## src/sv/hra_pkg.sv

```systemverilog
// ----------------------------------------------------------------------------
// hra_pkg: shared definitions for the heart rate averager
// Widths, reset values, register indexes and the sequencer states.
// ----------------------------------------------------------------------------
`default_nettype none

package hra_pkg;

   // Ring of recent accepted rates.
   localparam int RATE_SLOTS = 4;
   localparam int RATE_W     = 8;
   localparam int SLOT_IDX_W = (RATE_SLOTS > 1) ? $clog2(RATE_SLOTS) : 1;

   // Running sum and count over the ring.
   localparam int SUM_W         = $clog2(RATE_SLOTS * (2**RATE_W - 1) + 1);
   localparam int VALID_COUNT_W = 3;
   localparam int CNT_RAW_W     = $clog2(RATE_SLOTS + 1);
   localparam int CNT_W         = (CNT_RAW_W > VALID_COUNT_W) ? CNT_RAW_W : VALID_COUNT_W;

   // Beat timing and the shared divider.
   localparam int TIME_W        = 32;
   localparam int BEAT_RATE_W   = 16;
   localparam int DIV_W         = 16;
   localparam int DIVISOR_W     = 32;
   localparam int DIV_STEP_W    = $clog2(DIV_W + 1);
   localparam logic [DIV_W-1:0] MS_PER_MINUTE = 16'd60000;

   // Result beat layout.
   localparam int RSP_TDATA_W = 32;
   localparam int RSP_PAD_W   = RSP_TDATA_W - BEAT_RATE_W - 1 - RATE_W - VALID_COUNT_W;

   // Configuration registers.
   localparam int CSR_IDX_W  = 8;
   localparam int CSR_DATA_W = 8;
   localparam logic [CSR_IDX_W-1:0] CSR_MIN_RATE = 8'd0;
   localparam logic [CSR_IDX_W-1:0] CSR_MAX_RATE = 8'd1;
   localparam logic [RATE_W-1:0]    MIN_RATE_RESET = 8'd40;
   localparam logic [RATE_W-1:0]    MAX_RATE_RESET = 8'd200;

   // Item kinds carried in req_tuser.
   localparam logic MODE_BEAT = 1'b0;

   typedef enum logic [2:0] {
      ST_IDLE,
      ST_DIV_RATE,
      ST_SWEEP,
      ST_DIV_AVG,
      ST_FINISH
   } state_type;

endpackage

`default_nettype wire

```

## src/sv/hra_div.sv

```systemverilog
// ----------------------------------------------------------------------------
// hra_div: shared restoring divider
// Unsigned 16-bit dividend over a 32-bit divisor, one quotient bit per cycle.
// ----------------------------------------------------------------------------
`default_nettype none

module hra_div
   import hra_pkg::*;
(
   input  wire logic                 clock,
   input  wire logic                 reset,
   input  wire logic                 start,
   input  wire logic [DIV_W-1:0]     dividend,
   input  wire logic [DIVISOR_W-1:0] divisor,
   output logic                      done,
   output logic [DIV_W-1:0]          quotient
);

   logic                  busy_ff, busy_in;
   logic                  done_ff, done_in;
   logic [DIV_STEP_W-1:0] step_ff, step_in;
   logic [DIV_W-1:0]      dvd_ff, dvd_in;
   logic [DIVISOR_W-1:0]  rem_ff, rem_in;
   logic [DIVISOR_W-1:0]  dvs_ff, dvs_in;

   logic [DIVISOR_W:0]    rem_sh;
   logic                  fits;

   // The partial remainder stays below the divisor, so one extra bit suffices.
   assign rem_sh = {rem_ff, dvd_ff[DIV_W-1]};
   assign fits   = rem_sh >= {1'b0, dvs_ff};

   always_comb begin
      busy_in = busy_ff;
      done_in = 1'b0;
      step_in = step_ff;
      dvd_in  = dvd_ff;
      rem_in  = rem_ff;
      dvs_in  = dvs_ff;
      if (start) begin
         busy_in = 1'b1;
         step_in = '0;
         dvd_in  = dividend;
         rem_in  = '0;
         dvs_in  = divisor;
      end else if (busy_ff) begin
         dvd_in  = {dvd_ff[DIV_W-2:0], fits};
         rem_in  = fits ? DIVISOR_W'(rem_sh - {1'b0, dvs_ff}) : rem_sh[DIVISOR_W-1:0];
         step_in = step_ff + 1'b1;
         if (step_ff == DIV_STEP_W'(DIV_W - 1)) begin
            busy_in = 1'b0;
            done_in = 1'b1;
         end
      end
   end

   always_ff @(posedge clock) begin
      if (reset) begin
         busy_ff <= 1'b0;
         done_ff <= 1'b0;
         step_ff <= '0;
      end else begin
         busy_ff <= busy_in;
         done_ff <= done_in;
         step_ff <= step_in;
      end
      dvd_ff <= dvd_in;
      rem_ff <= rem_in;
      dvs_ff <= dvs_in;
   end

   assign done     = done_ff;
   assign quotient = dvd_ff;

endmodule

`default_nettype wire

```

## src/sv/hra_ring.sv

```systemverilog
// ----------------------------------------------------------------------------
// hra_ring: ring of recent accepted beat rates
// Writes go to a rotating slot; one slot is read at a time for the sweep.
// ----------------------------------------------------------------------------
`default_nettype none

module hra_ring
   import hra_pkg::*;
(
   input  wire logic                  clock,
   input  wire logic                  reset,
   input  wire logic                  wr_en,
   input  wire logic [RATE_W-1:0]     wr_data,
   input  wire logic [SLOT_IDX_W-1:0] rd_idx,
   output logic      [RATE_W-1:0]     rd_data
);

   logic [RATE_W-1:0]     slots_ff [RATE_SLOTS];
   logic [SLOT_IDX_W-1:0] wr_slot_ff, wr_slot_in;

   always_comb begin
      wr_slot_in = wr_slot_ff;
      if (wr_en) begin
         if (wr_slot_ff == SLOT_IDX_W'(RATE_SLOTS - 1)) begin
            wr_slot_in = '0;
         end else begin
            wr_slot_in = wr_slot_ff + 1'b1;
         end
      end
   end

   // An empty slot holds zero, which the average skips.
   always_ff @(posedge clock) begin
      if (reset) begin
         wr_slot_ff <= '0;
         for (int i = 0; i < RATE_SLOTS; i++) begin
            slots_ff[i] <= '0;
         end
      end else begin
         wr_slot_ff <= wr_slot_in;
         if (wr_en) begin
            slots_ff[wr_slot_ff] <= wr_data;
         end
      end
   end

   assign rd_data = slots_ff[rd_idx];

endmodule

`default_nettype wire

```

## src/sv/heart_rate_averager.sv

```systemverilog
// ----------------------------------------------------------------------------
// heart_rate_averager: beat intervals to a moving average of beats per minute
// Beats give 60000 / interval, stored when inside the rate bounds; every item
// returns the floor mean and count of the nonzero stored rates.
// ----------------------------------------------------------------------------
//   Channel   Direction   Payload
//   req_      in          tuser: mode; tdata: time_ms
//   rsp_      out         tdata: beat_rate, accepted, average_rate, valid_count
//   csr_      in          index: register number; data: register value
//
// Each item runs on one shared restoring divider that produces one quotient
// bit per cycle, used for the beat rate and again for the average, plus a
// sweep of one ring slot per cycle. Reports and zero intervals skip the rate
// division. Reset is synchronous and clears the ring, the beat reference and
// the bounds to 40 and 200.
// A stalled result is held in the output register; the next item is taken
// once the sequencer is back in idle.
// ----------------------------------------------------------------------------
`default_nettype none

module heart_rate_averager
   import hra_pkg::*;
(
   input  wire logic                   clock,
   input  wire logic                   reset,
   input  wire logic                   req_tvalid,
   output logic                        req_tready,
   input  wire logic [TIME_W-1:0]      req_tdata,   // [31:0] time_ms
   input  wire logic                   req_tuser,   // [0] mode
   output logic                        rsp_tvalid,
   input  wire logic                   rsp_tready,
   // [15:0] beat_rate, [16] accepted, [24:17] average_rate, [27:25] valid_count
   output logic [RSP_TDATA_W-1:0]      rsp_tdata,
   input  wire logic                   csr_valid,
   output logic                        csr_ready,
   input  wire logic [CSR_IDX_W-1:0]   csr_index,
   input  wire logic [CSR_DATA_W-1:0]  csr_data
);

   state_type state_ff, state_in;

   logic [RATE_W-1:0]      min_rate_ff, max_rate_ff;
   logic [TIME_W-1:0]      last_time_ff, last_time_in;
   logic [BEAT_RATE_W-1:0] rate_ff, rate_in;
   logic                   acc_ff, acc_in;
   logic [SUM_W-1:0]       sum_ff, sum_in;
   logic [CNT_W-1:0]       cnt_ff, cnt_in;
   logic [SLOT_IDX_W-1:0]  idx_ff, idx_in;
   logic [RATE_W-1:0]      avg_ff, avg_in;
   logic                   rsp_tvalid_ff, rsp_tvalid_in;
   logic [RSP_TDATA_W-1:0] rsp_tdata_ff;

   logic                   req_fire;
   logic [TIME_W-1:0]      interval;
   logic                   beat_div;
   logic                   in_range;
   logic [RATE_W-1:0]      ring_rd;
   logic [SUM_W-1:0]       sum_add;
   logic [CNT_W-1:0]       cnt_add;
   logic                   sweep_last;
   logic                   out_free;

   logic                   div_start;
   logic [DIV_W-1:0]       div_dividend;
   logic [DIVISOR_W-1:0]   div_divisor;
   logic                   div_done;
   logic [DIV_W-1:0]       div_quot;
   logic                   ring_wr;
   logic                   rsp_load;

   // --------------------------------------------------------------------------
   // Shared units
   // --------------------------------------------------------------------------
   hra_div u_div (
      .clock    (clock),
      .reset    (reset),
      .start    (div_start),
      .dividend (div_dividend),
      .divisor  (div_divisor),
      .done     (div_done),
      .quotient (div_quot)
   );

   hra_ring u_ring (
      .clock   (clock),
      .reset   (reset),
      .wr_en   (ring_wr),
      .wr_data (div_quot[RATE_W-1:0]),
      .rd_idx  (idx_ff),
      .rd_data (ring_rd)
   );

   // --------------------------------------------------------------------------
   // Conditions
   // --------------------------------------------------------------------------
   assign req_fire   = req_tvalid && req_tready;
   assign interval   = req_tdata - last_time_ff;
   assign beat_div   = (req_tuser == MODE_BEAT) && (interval != '0);
   assign in_range   = (div_quot > DIV_W'(min_rate_ff)) && (div_quot < DIV_W'(max_rate_ff));
   assign sum_add    = sum_ff + SUM_W'(ring_rd);
   assign cnt_add    = cnt_ff + CNT_W'(ring_rd != '0);
   assign sweep_last = idx_ff == SLOT_IDX_W'(RATE_SLOTS - 1);
   assign out_free   = !rsp_tvalid_ff || rsp_tready;

   // The divider is loaded either with the rate division or the average.
   assign div_dividend = (state_ff == ST_IDLE) ? MS_PER_MINUTE : DIV_W'(sum_add);
   assign div_divisor  = (state_ff == ST_IDLE) ? interval : DIVISOR_W'(cnt_add);

   // --------------------------------------------------------------------------
   // Sequencer
   // --------------------------------------------------------------------------
   always_comb begin
      state_in = state_ff;
      case (state_ff)
         ST_IDLE: begin
            if (req_fire) begin
               state_in = beat_div ? ST_DIV_RATE : ST_SWEEP;
            end
         end
         ST_DIV_RATE: begin
            if (div_done) begin
               state_in = ST_SWEEP;
            end
         end
         ST_SWEEP: begin
            if (sweep_last) begin
               state_in = (cnt_add == '0) ? ST_FINISH : ST_DIV_AVG;
            end
         end
         ST_DIV_AVG: begin
            if (div_done) begin
               state_in = ST_FINISH;
            end
         end
         ST_FINISH: begin
            if (out_free) begin
               state_in = ST_IDLE;
            end
         end
         default: state_in = ST_IDLE;
      endcase
   end

   always_comb begin
      req_tready = 1'b0;
      div_start  = 1'b0;
      ring_wr    = 1'b0;
      rsp_load   = 1'b0;
      case (state_ff)
         ST_IDLE: begin
            req_tready = 1'b1;
            div_start  = req_tvalid && beat_div;
         end
         ST_DIV_RATE: begin
            ring_wr = div_done && in_range;
         end
         ST_SWEEP: begin
            div_start = sweep_last && (cnt_add != '0);
         end
         ST_DIV_AVG: begin
         end
         ST_FINISH: begin
            rsp_load = out_free;
         end
         default: begin
         end
      endcase
   end

   // --------------------------------------------------------------------------
   // Datapath
   // --------------------------------------------------------------------------
   always_comb begin
      last_time_in = last_time_ff;
      rate_in      = rate_ff;
      acc_in       = acc_ff;
      sum_in       = sum_ff;
      cnt_in       = cnt_ff;
      idx_in       = idx_ff;
      avg_in       = avg_ff;
      case (state_ff)
         ST_IDLE: begin
            rate_in = '0;
            acc_in  = 1'b0;
            sum_in  = '0;
            cnt_in  = '0;
            idx_in  = '0;
            avg_in  = '0;
            // A beat always becomes the new reference, even at zero interval.
            if (req_fire && (req_tuser == MODE_BEAT)) begin
               last_time_in = req_tdata;
            end
         end
         ST_DIV_RATE: begin
            if (div_done) begin
               rate_in = div_quot;
               acc_in  = in_range;
            end
         end
         ST_SWEEP: begin
            sum_in = sum_add;
            cnt_in = cnt_add;
            if (!sweep_last) begin
               idx_in = idx_ff + 1'b1;
            end
         end
         ST_DIV_AVG: begin
            if (div_done) begin
               avg_in = div_quot[RATE_W-1:0];
            end
         end
         ST_FINISH: begin
         end
         default: begin
         end
      endcase
   end

   always_comb begin
      rsp_tvalid_in = rsp_tvalid_ff;
      if (rsp_load) begin
         rsp_tvalid_in = 1'b1;
      end else if (rsp_tready) begin
         rsp_tvalid_in = 1'b0;
      end
   end

   always_ff @(posedge clock) begin
      if (reset) begin
         state_ff      <= ST_IDLE;
         rsp_tvalid_ff <= 1'b0;
         last_time_ff  <= '0;
         min_rate_ff   <= MIN_RATE_RESET;
         max_rate_ff   <= MAX_RATE_RESET;
      end else begin
         state_ff      <= state_in;
         rsp_tvalid_ff <= rsp_tvalid_in;
         last_time_ff  <= last_time_in;
         if (csr_valid && (csr_index == CSR_MIN_RATE)) begin
            min_rate_ff <= csr_data;
         end
         if (csr_valid && (csr_index == CSR_MAX_RATE)) begin
            max_rate_ff <= csr_data;
         end
      end
      rate_ff <= rate_in;
      acc_ff  <= acc_in;
      sum_ff  <= sum_in;
      cnt_ff  <= cnt_in;
      idx_ff  <= idx_in;
      avg_ff  <= avg_in;
      if (rsp_load) begin
         rsp_tdata_ff <= {{RSP_PAD_W{1'b0}}, cnt_ff[VALID_COUNT_W-1:0], avg_ff,
                          acc_ff, rate_ff};
      end
   end

   assign csr_ready  = 1'b1;
   assign rsp_tvalid = rsp_tvalid_ff;
   assign rsp_tdata  = rsp_tdata_ff;

   // --------------------------------------------------------------------------
   // Assertions
   // --------------------------------------------------------------------------
   a_acc_in_bounds: assert property (@(posedge clock) disable iff (reset)
      (state_ff == ST_FINISH) && acc_ff |->
         (rate_ff > BEAT_RATE_W'(min_rate_ff)) && (rate_ff < BEAT_RATE_W'(max_rate_ff)))
      else $error("stored beat rate lies outside the bounds");

   a_avg_matches_count: assert property (@(posedge clock) disable iff (reset)
      (state_ff == ST_FINISH) |-> ((avg_ff == '0) == (cnt_ff == '0)))
      else $error("average and count disagree on an empty ring");

   a_count_limit: assert property (@(posedge clock) disable iff (reset)
      (state_ff == ST_FINISH) |-> (cnt_ff <= CNT_W'(RATE_SLOTS)))
      else $error("count of stored rates exceeds the ring size");

   a_div_done_state: assert property (@(posedge clock) disable iff (reset)
      div_done |-> (state_ff == ST_DIV_RATE) || (state_ff == ST_DIV_AVG))
      else $error("divider finished outside a division state");

endmodule

`default_nettype wire
```

## config.mk

```make
export PLATFORM = sky130hd
export DESIGN_NAME = heart_rate_averager
export DESIGN_NICKNAME = d
export VERILOG_FILES = /design/src/sv/hra_pkg.sv /design/src/sv/hra_div.sv /design/src/sv/hra_ring.sv /design/src/sv/heart_rate_averager.sv
export SDC_FILE = /design/constraint.sdc
export NUM_CORES = 1
export LEC_CHECK = 0
export BUFFER_PORTS_ARGS = -buffer_cell sky130_fd_sc_hd__buf_2
export CAP_MARGIN = 5
export CORE_MARGIN = 4
export CORE_UTILIZATION = 45
export CTS_CLUSTER_SIZE = 25
export DETAILED_ROUTE_END_ITERATION = 16
export RECOVER_POWER = 50
export SYNTH_ARGS = -nofsm -noshare
export SYNTH_HDL_FRONTEND = slang
export SYNTH_SLANG_ARGS = --single-unit
export TNS_END_PERCENT = 30
```

## constraint.sdc

```tcl
create_clock -name clock -period 13.25 [get_ports clock]
set_input_delay 2.65 -clock clock [delete_from_list [all_inputs] [get_ports clock]]
set_output_delay 2.65 -clock clock [all_outputs]
set_load 0.03 [all_outputs]
```

# After elaboration in Yosys (flattened, before gate mapping)
# Memories as Yosys holds them, arrays and structs flattened. A register that Yosys moved wholly into a read port is not among the register bits.
# Cells that the tools add are included.
# totals
output_inout_bits	35
n_memories	1
in_bits	54
ramBits	32
wordCells	120
regBits	209
# classes
muxes	43
n_bitwise	2
n_lt_le_gt_ge	3
add_sub_neg	7
eq_ne	14
n_reduce_logical	30
# memory_table
memory	depth	word_bits	rd	rd_ports_with_merged_regs	write_ports	line_no	source
u_ring.slots_ff	4	8	1	1	4	hra_ring.sv:18	logic [RATE_W-1:0] slots_ff [RATE_SLOTS];
# ops
operator	count
$mux W16	4
$sub A32 B32 Y32	2
$ge A33 B32 Y1	1
$mux W32	1
$pmux W16 S2	1
$reduce_bool A32 Y1	1
$mux W3	7
$pmux W10 S2	1
$gt A16 B8 Y1	1
$lt A16 B8 Y1	1
$mux W1	16
$mux W8	2
$pmux W8 S2	1
$pmux W3 S5	1
$add A10 B8 Y10	1
$mux W2	5
$reduce_bool A2 Y1	5
$logic_and A1 B1 Y1	9
$eq A8 B1 Y1 const B	1
$logic_not A8 Y1	1
$ne A2 B2 Y1 const B	4
$reduce_and A2 Y1	4
$reduce_bool A8 Y1	1
$reduce_or A8 Y1	1
20 further kinds	27

# Depth between registers and ports, before layout
# Gate-level depths: netlist of run 1.
# logic_depth
ltp_word	9
mapped_depth	18
depth_no_buf	15

# Modules after synthesis
# A second synthesis of run 1 with hierarchy kept.
# unflattened
hier_cells	1546
area_unflattened_um2	14551.5
# modules_own_cells
mod	area_each_um2	seq_area_each_um2	n_inst	cells_each
heart_rate_averager	7689.9	3083.0	1	882
hra_div	5288.8	2222.1	1	570
hra_ring	1572.8	1001.0	1	94

# Worst setup path before layout of run 1
# OpenSTA, ideal clock, no wires.
# synth_timing
path_type	input to register
startpoint	in req_tdata[0]
endpoint	reg u_div.dvd_ff[7], in the netlist u_div.quotient[7], data pin
slack_ns	6.913
required_time_ns	12.990
path_buffers	2
path_stages	17
t_arrival_ns	6.077
setup_ns	0.260
cell_sequence	inv_1 > ha_1 > inv_1 > fa_1 > a21o_1 > a221oi_2 > o21ai_2 > a211o_1 > a21oi_2 > xnor2_1 > or4_4 > nor4_4 > a21oi_2 > or2_1 > buf_6 > buf_6 > mux2_4
# synth_via
elab_chain_cells	6
# synth_lines
element	line_no	source
from (decl)	heart_rate_averager.sv:28	input wire logic [TIME_W-1:0] req_tdata,
$sub A32 B32 Y32	heart_rate_averager.sv:97	assign interval = req_tdata - last_time_ff;
$reduce_bool A32 Y1	heart_rate_averager.sv:98	assign beat_div = (req_tuser == MODE_BEAT) && (interval != '0);
$logic_and A1 B1 Y1	heart_rate_averager.sv:98	
$logic_and A1 B1 Y1	heart_rate_averager.sv:152	div_start = req_tvalid && beat_div;
$pmux W1 S2	heart_rate_averager.sv:149	case (state_ff)
$mux W16	hra_div.sv:40	if (start) begin
net u_div.dvd_in[7]	hra_div.sv:22	logic [DIV_W-1:0] dvd_ff, dvd_in;
to (signal assigned)	hra_div.sv:67	dvd_ff <= dvd_in;
to (decl)	hra_div.sv:22	
# The timed path passes the listed nets, and every way through them passes these cells.
# A chain may end at the register's enable or synchronous reset.

# Worst setup path in the final report of run 1
# layout_timing
startpoint	in req_tdata[15]
endpoint	reg u_div.dvd_ff[4], in the netlist u_div.quotient[4], data pin
# The elaborated chain is that of the path after synthesis.

==> results of run 1 <==
cells by family after synthesis:
family / count (synthesis)
xor gates and xnor gates: 66
muxes: 37
buffers and inverters: 174
adders and majority gates: 95
and+or+nand+nor: 507
DFF: 243
other: 2
AOI/OAI and AO/OA: 340
layer usage:
metal | up-vias | track usage (%) | routed length [um]
met1 | 4986 | 29.17 | 16490
met4 | 0 | 4.200 | 580
met3 | 42 | 3.454 | 2020
li1 | 5306 | - | -
met5 | - | 0 | 0
met2 | 276 | 28.65 | 13850
Yosys cell counts, types with 4 or more instances:
master / count
dfxtp_1: 95
nand4_1: 19
xor2_1: 29
o31ai_1: 6
a31oi_1: 11
nand3b_1: 4
o211ai_1: 22
nor4_1: 7
ha_1: 92
nor2b_1: 10
a21boi_0: 4
nor3b_1: 10
a211oi_1: 17
nor2_1: 130
o21ai_0: 62
and3_1: 19
a21o_1: 40
mux4_2: 8
and3b_1: 4
o21a_1: 12
nor3_1: 27
edfxtp_1: 148
a211o_1: 10
or2_2: 7
and2_1: 64
clkbuf_1: 53
nand2_1: 155
inv_1: 105
a21oi_1: 115
xnor2_1: 37
o21bai_1: 8
nand2b_1: 15
buf_4: 5
mux2i_1: 24
nand3_1: 21
buf_6: 4
worst max-delay path, delay by kind of cell:
family | cells | cell delay, ps
AND/OR/NAND/NOR | 3 | 1240
buffers and inverters | 1 | 110
XOR/XNOR | 1 | 160
AO/OA/AOI/OAI | 6 | 2190
adder cells (fa/ha/maj) | 1 | 440
multiplexers | 1 | 420
per-stage QoR:
| stage | worst slack (ps) | cells |
|---|---|---|
| floorplan | 6913 | 1467 |
| global placement | 5999 | 1889 |
| detailed placement | 5817 | 1889 |
| CTS | 6409 | 1939 |
| global route | 5901 | 1939 |
| finish | 6316 | 1939 |
how the worst min path moves through the flow:
stage | start | end | slack [ps] | cells after the start
2_1_floorplan | rate_ff[0] | rsp_tdata[0] | 400 | 0
4_1_cts | avg_ff[7] | rsp_tdata[24] | 410 | 0
6_report | avg_ff[7] | rsp_tdata[24] | 410 | 0
3_5_place_dp | rate_ff[10] | rsp_tdata[10] | 400 | 0
3_3_place_gp | rate_ff[1] | rsp_tdata[1] | 400 | 0
5_1_grt | avg_ff[7] | rsp_tdata[24] | 420 | 0
layout by cell type, fill, tap and decap left out, drive strengths merged, types with 10 or more instances in the layout:
master	count
nand2	155
edfxtp	148
nor2	130
a21oi	117
inv	106
dfxtp	95
ha	92
buf	78
and2	65
o21ai	63
clkbuf	50
a21o	40
xnor2	37
xor2	29
nor3	27
mux2i	24
o211ai	22
nand3	21
and3	19
nand4	19
a211oi	17
nand2b	15
o21a	12
a31oi	11
nor2b	10
a211o	10
nor3b	10
power groups by stage:
stage / clock (mW) / combinational (mW) / sequential, mW
final: 0.824 / 0.747 / 0.970
after detailed placement: 0 / 0.744 / 0.984
after global routing: 0.880 / 0.844 / 0.981
after CTS: 0.846 / 0.748 / 0.970
after global placement: 0 / 0.738 / 0.983
after floorplan: 0 / 0.597 / 0.952
layout make-up:
cell class / instances / area, sq um / area share, %
Multi-Input combinational cell: 1050 / 6943 / 44.39
Sequential cell: 243 / 6347 / 40.58
Clock buffer: 34 / 742.0 / 4.744
Tap cell: 396 / 495.5 / 3.168
Timing Repair Buffer: 94 / 465.4 / 2.976
Inverter: 106 / 397.9 / 2.544
Clock inverter: 16 / 249.0 / 1.592
sequential cells by signal (all words and copies together), names as in the netlist, 8 cells and up, named ones only:
register	flops
min_rate_ff	8
u_div.rem_ff	32
u_div.dvs_ff	32
sum_ff	10
u_div.quotient	16
avg_ff	8
rate_ff	16
u_ring.slots_ff	32
max_rate_ff	8
rsp_tdata	28
last_time_ff	32
==> flow_metrics.tcl, run 1 <==
set metrics [dict create \
    hpwl_um 24040 \
    status "finished, violations left" \
    final_nets 1671 \
    area_delta_synth_final_pct 11.91 \
    cts_made_buffers 27 \
    drv_cap 2 \
    cts-resized-gates 0 \
    num_vias 10610 \
    finalSetupTns_ps 0 \
    cp_data_arrival_time_ps 7230 \
    initial_utilization_pct 45.69 \
    yosysWarningCount 0 \
    critPathRequiredTime_ps 13550 \
    holdWs_ps 413.5 \
    intPower_mw 1.719 \
    fmax_ghz 0.1442 \
    total_power_mw 2.541 \
    drtPass1Iterations 5 \
    ant_nets 0 \
    power_frac_clock_pct 32.4 \
    yosysTopAreaCellShare_pct 31.80 \
    cts_tree "yes" \
    clockRootBuffer "clkbuf_16" \
    p_sw_uw 822.1 \
    dieArea_sq_um 33940 \
    grtUsageTotal_pct 19.19 \
    synth_edf_count 148 \
    holdCritPathClass "flip-flop to flip-flop" \
    drt_wl_total_um 32940 \
    slew_violations 94 \
    yosys-top-cells-area "edfxtp_1 32%, dfxtp_1 14%, ha_1 8.2%" \
    drive_above_1_share_pct 10.30 \
    clk_transition_reported_paths_ps 60 \
    core_sq_um 30590 \
    cp-start-kind "primary input" \
    period_needed_ps 6934 \
    violations "max-capacitance violations, max-slew violations" \
    hold_buffers 0 \
    hold_violations 0 \
    clock_path_buffers 3 \
    ys_seq_elements 243 \
    htreeDepth 1 \
    cp-endpoint "u_div.quotient[4]" \
    io_buffers 83 \
    yosysTopAreaCell "edfxtp_1" \
    async_flop_share_pct 0 \
    synth_compound_gate_area_share_pct 15.57 \
    synth-simple-area-share_pct 17.65 \
    crit_path_end_kind "flip-flop" \
    synth_top_family_by_area "simple AND/OR/NAND/NOR gates" \
    cp_slowest_cell "or2_4" \
    path_class "primary input to flip-flop" \
    gp_congestion 0.8965 \
    seqPwrFrac_pct 38.2 \
    diodes 0 \
    startpoint "req_tdata[15]" \
    rr_endpoint "u_div.quotient[4]" \
    p_comb_share_pct 29.4 \
    power_density_nw_per_um2 162.5 \
    crit_top_cell "a21oi_1" \
    synthMuxAreaShare_pct 3.465 \
    rsz0062_at_grt "false" \
    overflow 0 \
    max_stage_delay_ps 940 \
    rr_startpoint "last_time_ff[15]" \
    worstPathMaxFanout 82 \
    crit_chain "buf_2 -> ha_1 -> a21oi_1 -> nand3_1 -> a2111oi_0 -> o31ai_1 -> a31oi_1 -> a21oi_1 -> xnor2_1 -> nor3b_1 -> a21oi_2 -> or2_4 -> mux2_2" \
    grt_pass1_vias 10066 \
    die_height_um 184.2 \
    r2r_slack_ps 8180 \
    synth_cells 1464 \
    post_cts_buffers 0 \
    drc 0 \
    synth_seq_area_share_pct 45.41 \
    netlist_area_sq_um 13980 \
    cts.sinks 243 \
    fin_util_pct 51.13 \
    die_x_um 184.2 \
    relSlewSlack_pct -103.9 \
    first_iter_violations 711 \
    synth_fa_ha_area_share_pct 8.666 \
    ir_worst_vdd_v 0.00008813 \
    io_pins 89 \
    post-route-period-util_pct 52.33 \
    p_sw_share_pct 32.35 \
    placed_area_sq_um 14690 \
    rows 64 \
    wl_per_cell_um 16.99 \
    leakagePower_nw 6.383 \
    synth_area_per_cell_sq_um 9.546 \
    ys.flop_type "edfxtp_1" \
    synth_xor_area_share_pct 4.136 \
    worst_slew_pin_slew_ps 3058 \
    via_per_inst 5.472 \
    grt_first_pass_wirelength_um 53400 \
    ff2ff_path_depth 13 \
    finalInstanceArea_sq_um 15640 \
    clk_latency_ps 550 \
    ys_types 75 \
    grt_max_degree 83 \
    finalSetupViolCount 0 \
    n_fill_cell 2857 \
    grt_antenna_before_repair 0 \
    fin_skew_ps 12.59 \
]
Power figures use the tool's default switching activity.
==> inputs of run 2 (changes only) <==
Settings changed: ABC_AREA set to 1.
Clock period 13.25 ns to 5.8 ns, I/O delays scaled along.
==> run 2 against run 1 <==
The run still ends with max-capacitance violations, max-slew violations left. Sequential power grew to 2.5 times the previous value. Worst hold slack better by 0.70 ps. Non-clock buffer count is 3 higher. Critical path depth is 3 lower. Routed wire length is 14% higher. Via count is 16% higher.
==> flow_metrics.tcl, run 2 <==
set metrics [dict create \
    slew_violations 29 \
    die_height_um 188.5 \
    multiInputGateArea_sq_um 6895 \
    regArea_sq_um 6346 \
    finalInstanceArea_sq_um 16270 \
    layout_commonest_cell "nand2_1" \
    final_cell_mix "399 x nand2_1, 313 x inv_1, 224 x nor2_1" \
    synth_area_per_cell_sq_um 7.695 \
    ys_seq_elements 243 \
    hold_buffers 0 \
    clk_transition_reported_paths_ps 60 \
    yosysTopAreaCellShare_pct 30.32 \
    rsz0062_at_grt "false" \
    yosys-top-cells-area "edfxtp_1 30%, dfxtp_1 13%, nand2_1 10%" \
    synth_seq_area_share_pct 43.29 \
    synthTopCellsByCount "399 x nand2_1, 312 x inv_1, 224 x nor2_1" \
    wl_per_cell_um 15.34 \
    cp-start-kind "flip-flop" \
    finalSetupTns_ps 0 \
    critPathRequiredTime_ps 5990 \
    io_buffers 83 \
    ir_worst_vdd_v 0.0002478 \
    leakagePower_nw 7.439 \
    async_flop_share_pct 0 \
    cts_made_buffers 27 \
    netlist_area_sq_um 14660 \
    num_vias 12357 \
    status "finished, violations left" \
    yosysWarningCount 0 \
    die_x_um 188.5 \
    cts-resized-gates 0 \
    grt_antenna_before_repair 0 \
    cts_tree "yes" \
    n_fill_cell 3266 \
    dieArea_sq_um 35530 \
    relSlewSlack_pct -8.243 \
    cp_data_arrival_time_ps 4860 \
    grtUsageTotal_pct 20.75 \
    grt_first_pass_wirelength_um 60910 \
    violations "max-capacitance violations, max-slew violations" \
    htreeDepth 1 \
    synth_edf_count 148 \
    diodes 0 \
    grt_max_degree 62 \
    clock_path_buffers 3 \
    crit_chain "nor2_1 -> clkbuf_1 -> nand2_1 -> clkbuf_1 -> nor3_2 -> clkbuf_1 -> a21oi_4 -> buf_4 -> inv_2 -> buf_4" \
    fmax_ghz 0.2141 \
    final_nets 2136 \
    crit_top_cell "clkbuf_1" \
    ant_nets 0 \
    io_pins 89 \
    worst_slew_pin_slew_ps 1624 \
    synth.most_common_cell "nand2_1" \
    ys_types 49 \
    synth_cells 1905 \
    max_stage_delay_ps 720 \
    initial_utilization_pct 45.98 \
    period_needed_ps 4672 \
    drtPass1Iterations 5 \
    power_density_nw_per_um2 419.6 \
    hold_violations 0 \
    ys.flop_type "edfxtp_1" \
    clk_latency_ps 550 \
    cts.sinks 243 \
    drt_wl_total_um 37470 \
    core_sq_um 31880 \
    finalSetupViolCount 0 \
    grt_pass1_vias 11768 \
    fin_skew_ps 13.00 \
    post_cts_buffers 0 \
    drv_cap 1 \
    post-route-period-util_pct 80.55 \
    hpwl_um 28720 \
    first_iter_violations 890 \
    drc 0 \
    via_per_inst 5.058 \
    area_delta_synth_final_pct 11.00 \
    crit_path_end_kind "flip-flop" \
    fin_util_pct 51.04 \
    path_class "flip-flop to flip-flop" \
    worstPathMaxFanout 38 \
    drive_above_1_share_pct 7.371 \
    cp_slowest_cell "clkbuf_1" \
    overflow 0 \
    gp_congestion 0.9354 \
    yosysTopAreaCell "edfxtp_1" \
    rows 65 \
    clockRootBuffer "clkbuf_16" \
    holdCritPathClass "flip-flop to flip-flop" \
    placed_area_sq_um 15510 \
]
==> run 2: changes by cell type after synthesis, sizes merged, moves of 16 or more <==
| cell | delta |
|---|---|
| nand3 | +66 |
| and2 | -61 |
| and3 | -16 |
| a211oi | -17 |
| clkbuf | -25 |
| a21o | -35 |
| mux2i | -24 |
| a21oi | +33 |
| xnor2 | -21 |
| inv | +211 |
| nor2 | +102 |
| o21ai | +99 |
| nand2 | +258 |
==> run 2: area by class of cell <==
class                      instances  area share [%]
multi-input combinational       1297           42.38
sequential                       243           39.00
inverter                         321           7.405
clock buffer                      34           4.437
tap                              435           3.345
timing repair buffer              97           2.822
clock inverter                    16          0.6151
==> run 2: critical path, delay by kind of cell, from the launching register on <==
kind                   cells  cell delay [ps]
flip-flops                 1              350
AO/OA/AOI/OAI              1               90
buffers and inverters      6             2990
AND/OR/NAND/NOR            3              870
==> run 2: metal layers <==
metal	part of all wire, %	vias up	GRT usage, %	wire, um
li1	-	6397	-	-
met1	49	5615	31.29	18520
met2	43	305	32.36	16130
met3	5.9	40	2.686	2198
met4	1.6	0	3.896	614
met5	0	-	0	0
==> run 2: power breakdown <==
group	internal, mW	switching (mW)
registers	2.26	0.177
logic	0.912	1.89
clock network	0.887	0.709
==> run 2: logic make-up (layout without fill, tap and decap cells) <==
kind of cell,count (synthesis),in the layout,synth area share (%)
AOI/OAI and AO/OA,363,363,13.36
xor gates and xnor gates,40,40,2.390
adders and majority gates,95,95,8.262
buffers and inverters,368,468,9.790
DFF,243,243,43.29
other,2,5,0.05123
and+or+nand+nor,794,794,22.86
==> run 2: per-stage QoR <==
stage | hold WS (ps) | worst slack, ps | total power [mW] | cells
after floorplan | 400.3 | 1416 | 4.503 | 1908
after global placement | 402.2 | 1047 | 5.207 | 2393
after detailed placement | 404.5 | 1013 | 5.240 | 2393
after CTS | 413.3 | 1360 | 6.866 | 2443
after global routing | 425.6 | 719.3 | 7.358 | 2443
final | 414.2 | 1128 | 6.828 | 2443
==> run 2: path summary, 6_finish.rpt <==
kind	startpoint	to	slack (ps)	depth (start not counted)
max	state_ff[0]	u_div.dvs_ff[28]	1130	10
min	rate_ff[4]	rsp_tdata[4]	410	0
max reg2reg	state_ff[0]	u_div.dvs_ff[28]	1130	10
min reg2reg	rate_ff[4]	rsp_tdata[4]	410	0
==> inputs of run 3 (changes only) <==
Clock period 5.8 ns to 4.3 ns, I/O delays scaled along.
==> run 3 against run 2 <==
Clock power up 52%. Maximum frequency up 28%. Combinational power up 36%. Sequential share of layout area down 0.45 points. Register-to-register slack worse by 470 ps. Power up 40%. The flow still finishes with violations (max-capacitance violations, max-slew violations). Utilization up 0.60 points. Flip-flop and latch count unchanged. Cell area up 1.2%. Largest power group unchanged. Sequential power up 35%. First-iteration DRC count down 6.5%.
==> flow_metrics.tcl, run 3 (synthesis gave the netlist of run 2 again) <==
set metrics [dict create \
    drive_above_1_share_pct 7.929 \
    min_path_cells 0 \
    finalSetupViolCount 0 \
    grt_max_degree 54 \
    via_per_inst 5.076 \
    final_nets 2146 \
    final_cell_mix "399 x nand2_1, 313 x inv_1, 224 x nor2_1" \
    worstPathMaxFanout 53 \
    cts.sinks 243 \
    drt_wl_total_um 37660 \
    crit_chain "nor2_1 -> nand2_1 -> clkbuf_1 -> nor3_1 -> clkbuf_1 -> clkinv_1 -> clkbuf_2 -> o21ai_0 -> a21oi_1" \
    fmax_ghz 0.2744 \
    clockRootBuffer "clkbuf_16" \
    diodes 0 \
    cp-start-kind "flip-flop" \
    die_x_um 188.5 \
    status "finished, violations left" \
    grt_pass1_vias 11669 \
    htreeDepth 1 \
    cts_tree "yes" \
    ant_nets 0 \
    overflow 0 \
    path_class "flip-flop to flip-flop" \
    startpoint "state_ff[0]" \
    rows 65 \
    clock_path_buffers 3 \
    io_pins 89 \
    grtUsageTotal_pct 20.75 \
    drv_cap 2 \
    gp_congestion 0.9305 \
    max_stage_delay_ps 700 \
    num_vias 12452 \
    crit_path_end_kind "flip-flop" \
    first_iter_violations 832 \
    hold_violations 0 \
    grt_antenna_before_repair 0 \
    hold_buffers 0 \
    grt_first_pass_wirelength_um 60530 \
    post_cts_buffers 0 \
    crit_top_cell "clkbuf_1" \
    rr_endpoint "last_time_ff[16]" \
    initial_utilization_pct 45.98 \
    power_density_nw_per_um2 578.6 \
    dieArea_sq_um 35530 \
    holdCritPathClass "flip-flop to flip-flop" \
    wl_per_cell_um 15.35 \
    fin_skew_ps 13.62 \
    die_height_um 188.5 \
    io_buffers 83 \
    critPathRequiredTime_ps 4700 \
    rsz0062_at_grt "false" \
    ir_worst_vdd_v 0.0003150 \
    violations "max-capacitance violations, max-slew violations" \
    worst_slew_pin_slew_ps 1804 \
    hold_start "avg_ff[2]" \
    ff2ff_path_depth 9 \
    total_power_mw 9.526 \
    cp_data_arrival_time_ps 4040 \
    finalSetupTns_ps 0 \
    hold_end "rsp_tdata[19]" \
    clk_transition_reported_paths_ps 60 \
    clk_latency_ps 550 \
    drtPass1Iterations 5 \
    cp_slowest_cell "clkbuf_1" \
    hpwl_um 29190 \
    fin_util_pct 51.64 \
    core_sq_um 31880 \
    layout_commonest_cell "nand2_1" \
    cts_made_buffers 27 \
    leakagePower_nw 7.536 \
    r2r_slack_ps 660 \
    drc 0 \
    rr_startpoint "state_ff[0]" \
    slew_violations 71 \
    relSlewSlack_pct -20.25 \
    period_needed_ps 3644 \
    area_delta_synth_final_pct 12.31 \
    cts-resized-gates 0 \
    post-route-period-util_pct 84.74 \
]
==> run 3: layout make-up <==
class                      instances  area [sq um]
fill                            3174         15420
multi-input combinational       1297          6884
sequential                       243          6346
inverter                         321          1205
clock buffer                      32         734.5
tap                              435         544.3
timing repair buffer             107         534.3
clock inverter                    18         215.2
==> run 3: per-stage QoR <==
| step | hold WS (ps) | worst slack (ps) | cells | instance area [sq um] |
|---|---|---|---|---|
| 4_1_cts | 418.7 | 735.8 | 2453 | 16540 |
| 6_report | 417.5 | 656.0 | 2453 | 16460 |
| 3_5_place_dp | 404.5 | 286.7 | 2403 | 15590 |
| 2_1_floorplan | 400.3 | 216.0 | 1908 | 14670 |
| 5_1_grt | 423.6 | 294.1 | 2453 | 16460 |
| 3_3_place_gp | 401.3 | 347.0 | 2403 | 15590 |
==> run 3: worst max path at each step <==
stage | endpoint | slack [ps] | cells past startpoint
floorplan | rsp_tdata[0] | 220 | 2
global placement | u_div.quotient[3] | 350 | 21
detailed placement | u_div.quotient[10] | 290 | 19
CTS | u_div.quotient[10] | 740 | 16
global route | last_time_ff[23] | 290 | 9
finish | last_time_ff[16] | 660 | 9
==> run 3: report_power, final <==
part           total (mW)  internal [mW]  switching, mW  leakage, nW
registers            3.27           3.04          0.230         2.25
clock network        2.43           1.47          0.965        0.460
logic                3.82           1.25           2.57         4.83
total                9.53           5.76           3.77         7.54
==> run 3: worst max-delay path, delay by kind of cell (launching register included) <==
family / cells / cell delay, ps
buf+inv: 4 / 2050
simple gates: 3 / 630
compound gates: 2 / 420
flops: 1 / 350
==> run 3: layer usage <==
| metal | vias up | track usage, % | wire length (um) |
|---|---|---|---|
| li1 | 6430 | - | - |
| met1 | 5637 | 31.84 | 18680 |
| met2 | 342 | 31.21 | 15670 |
| met3 | 43 | 2.946 | 2582 |
| met4 | 0 | 4.484 | 722 |
| met5 | - | 0 | 0 |
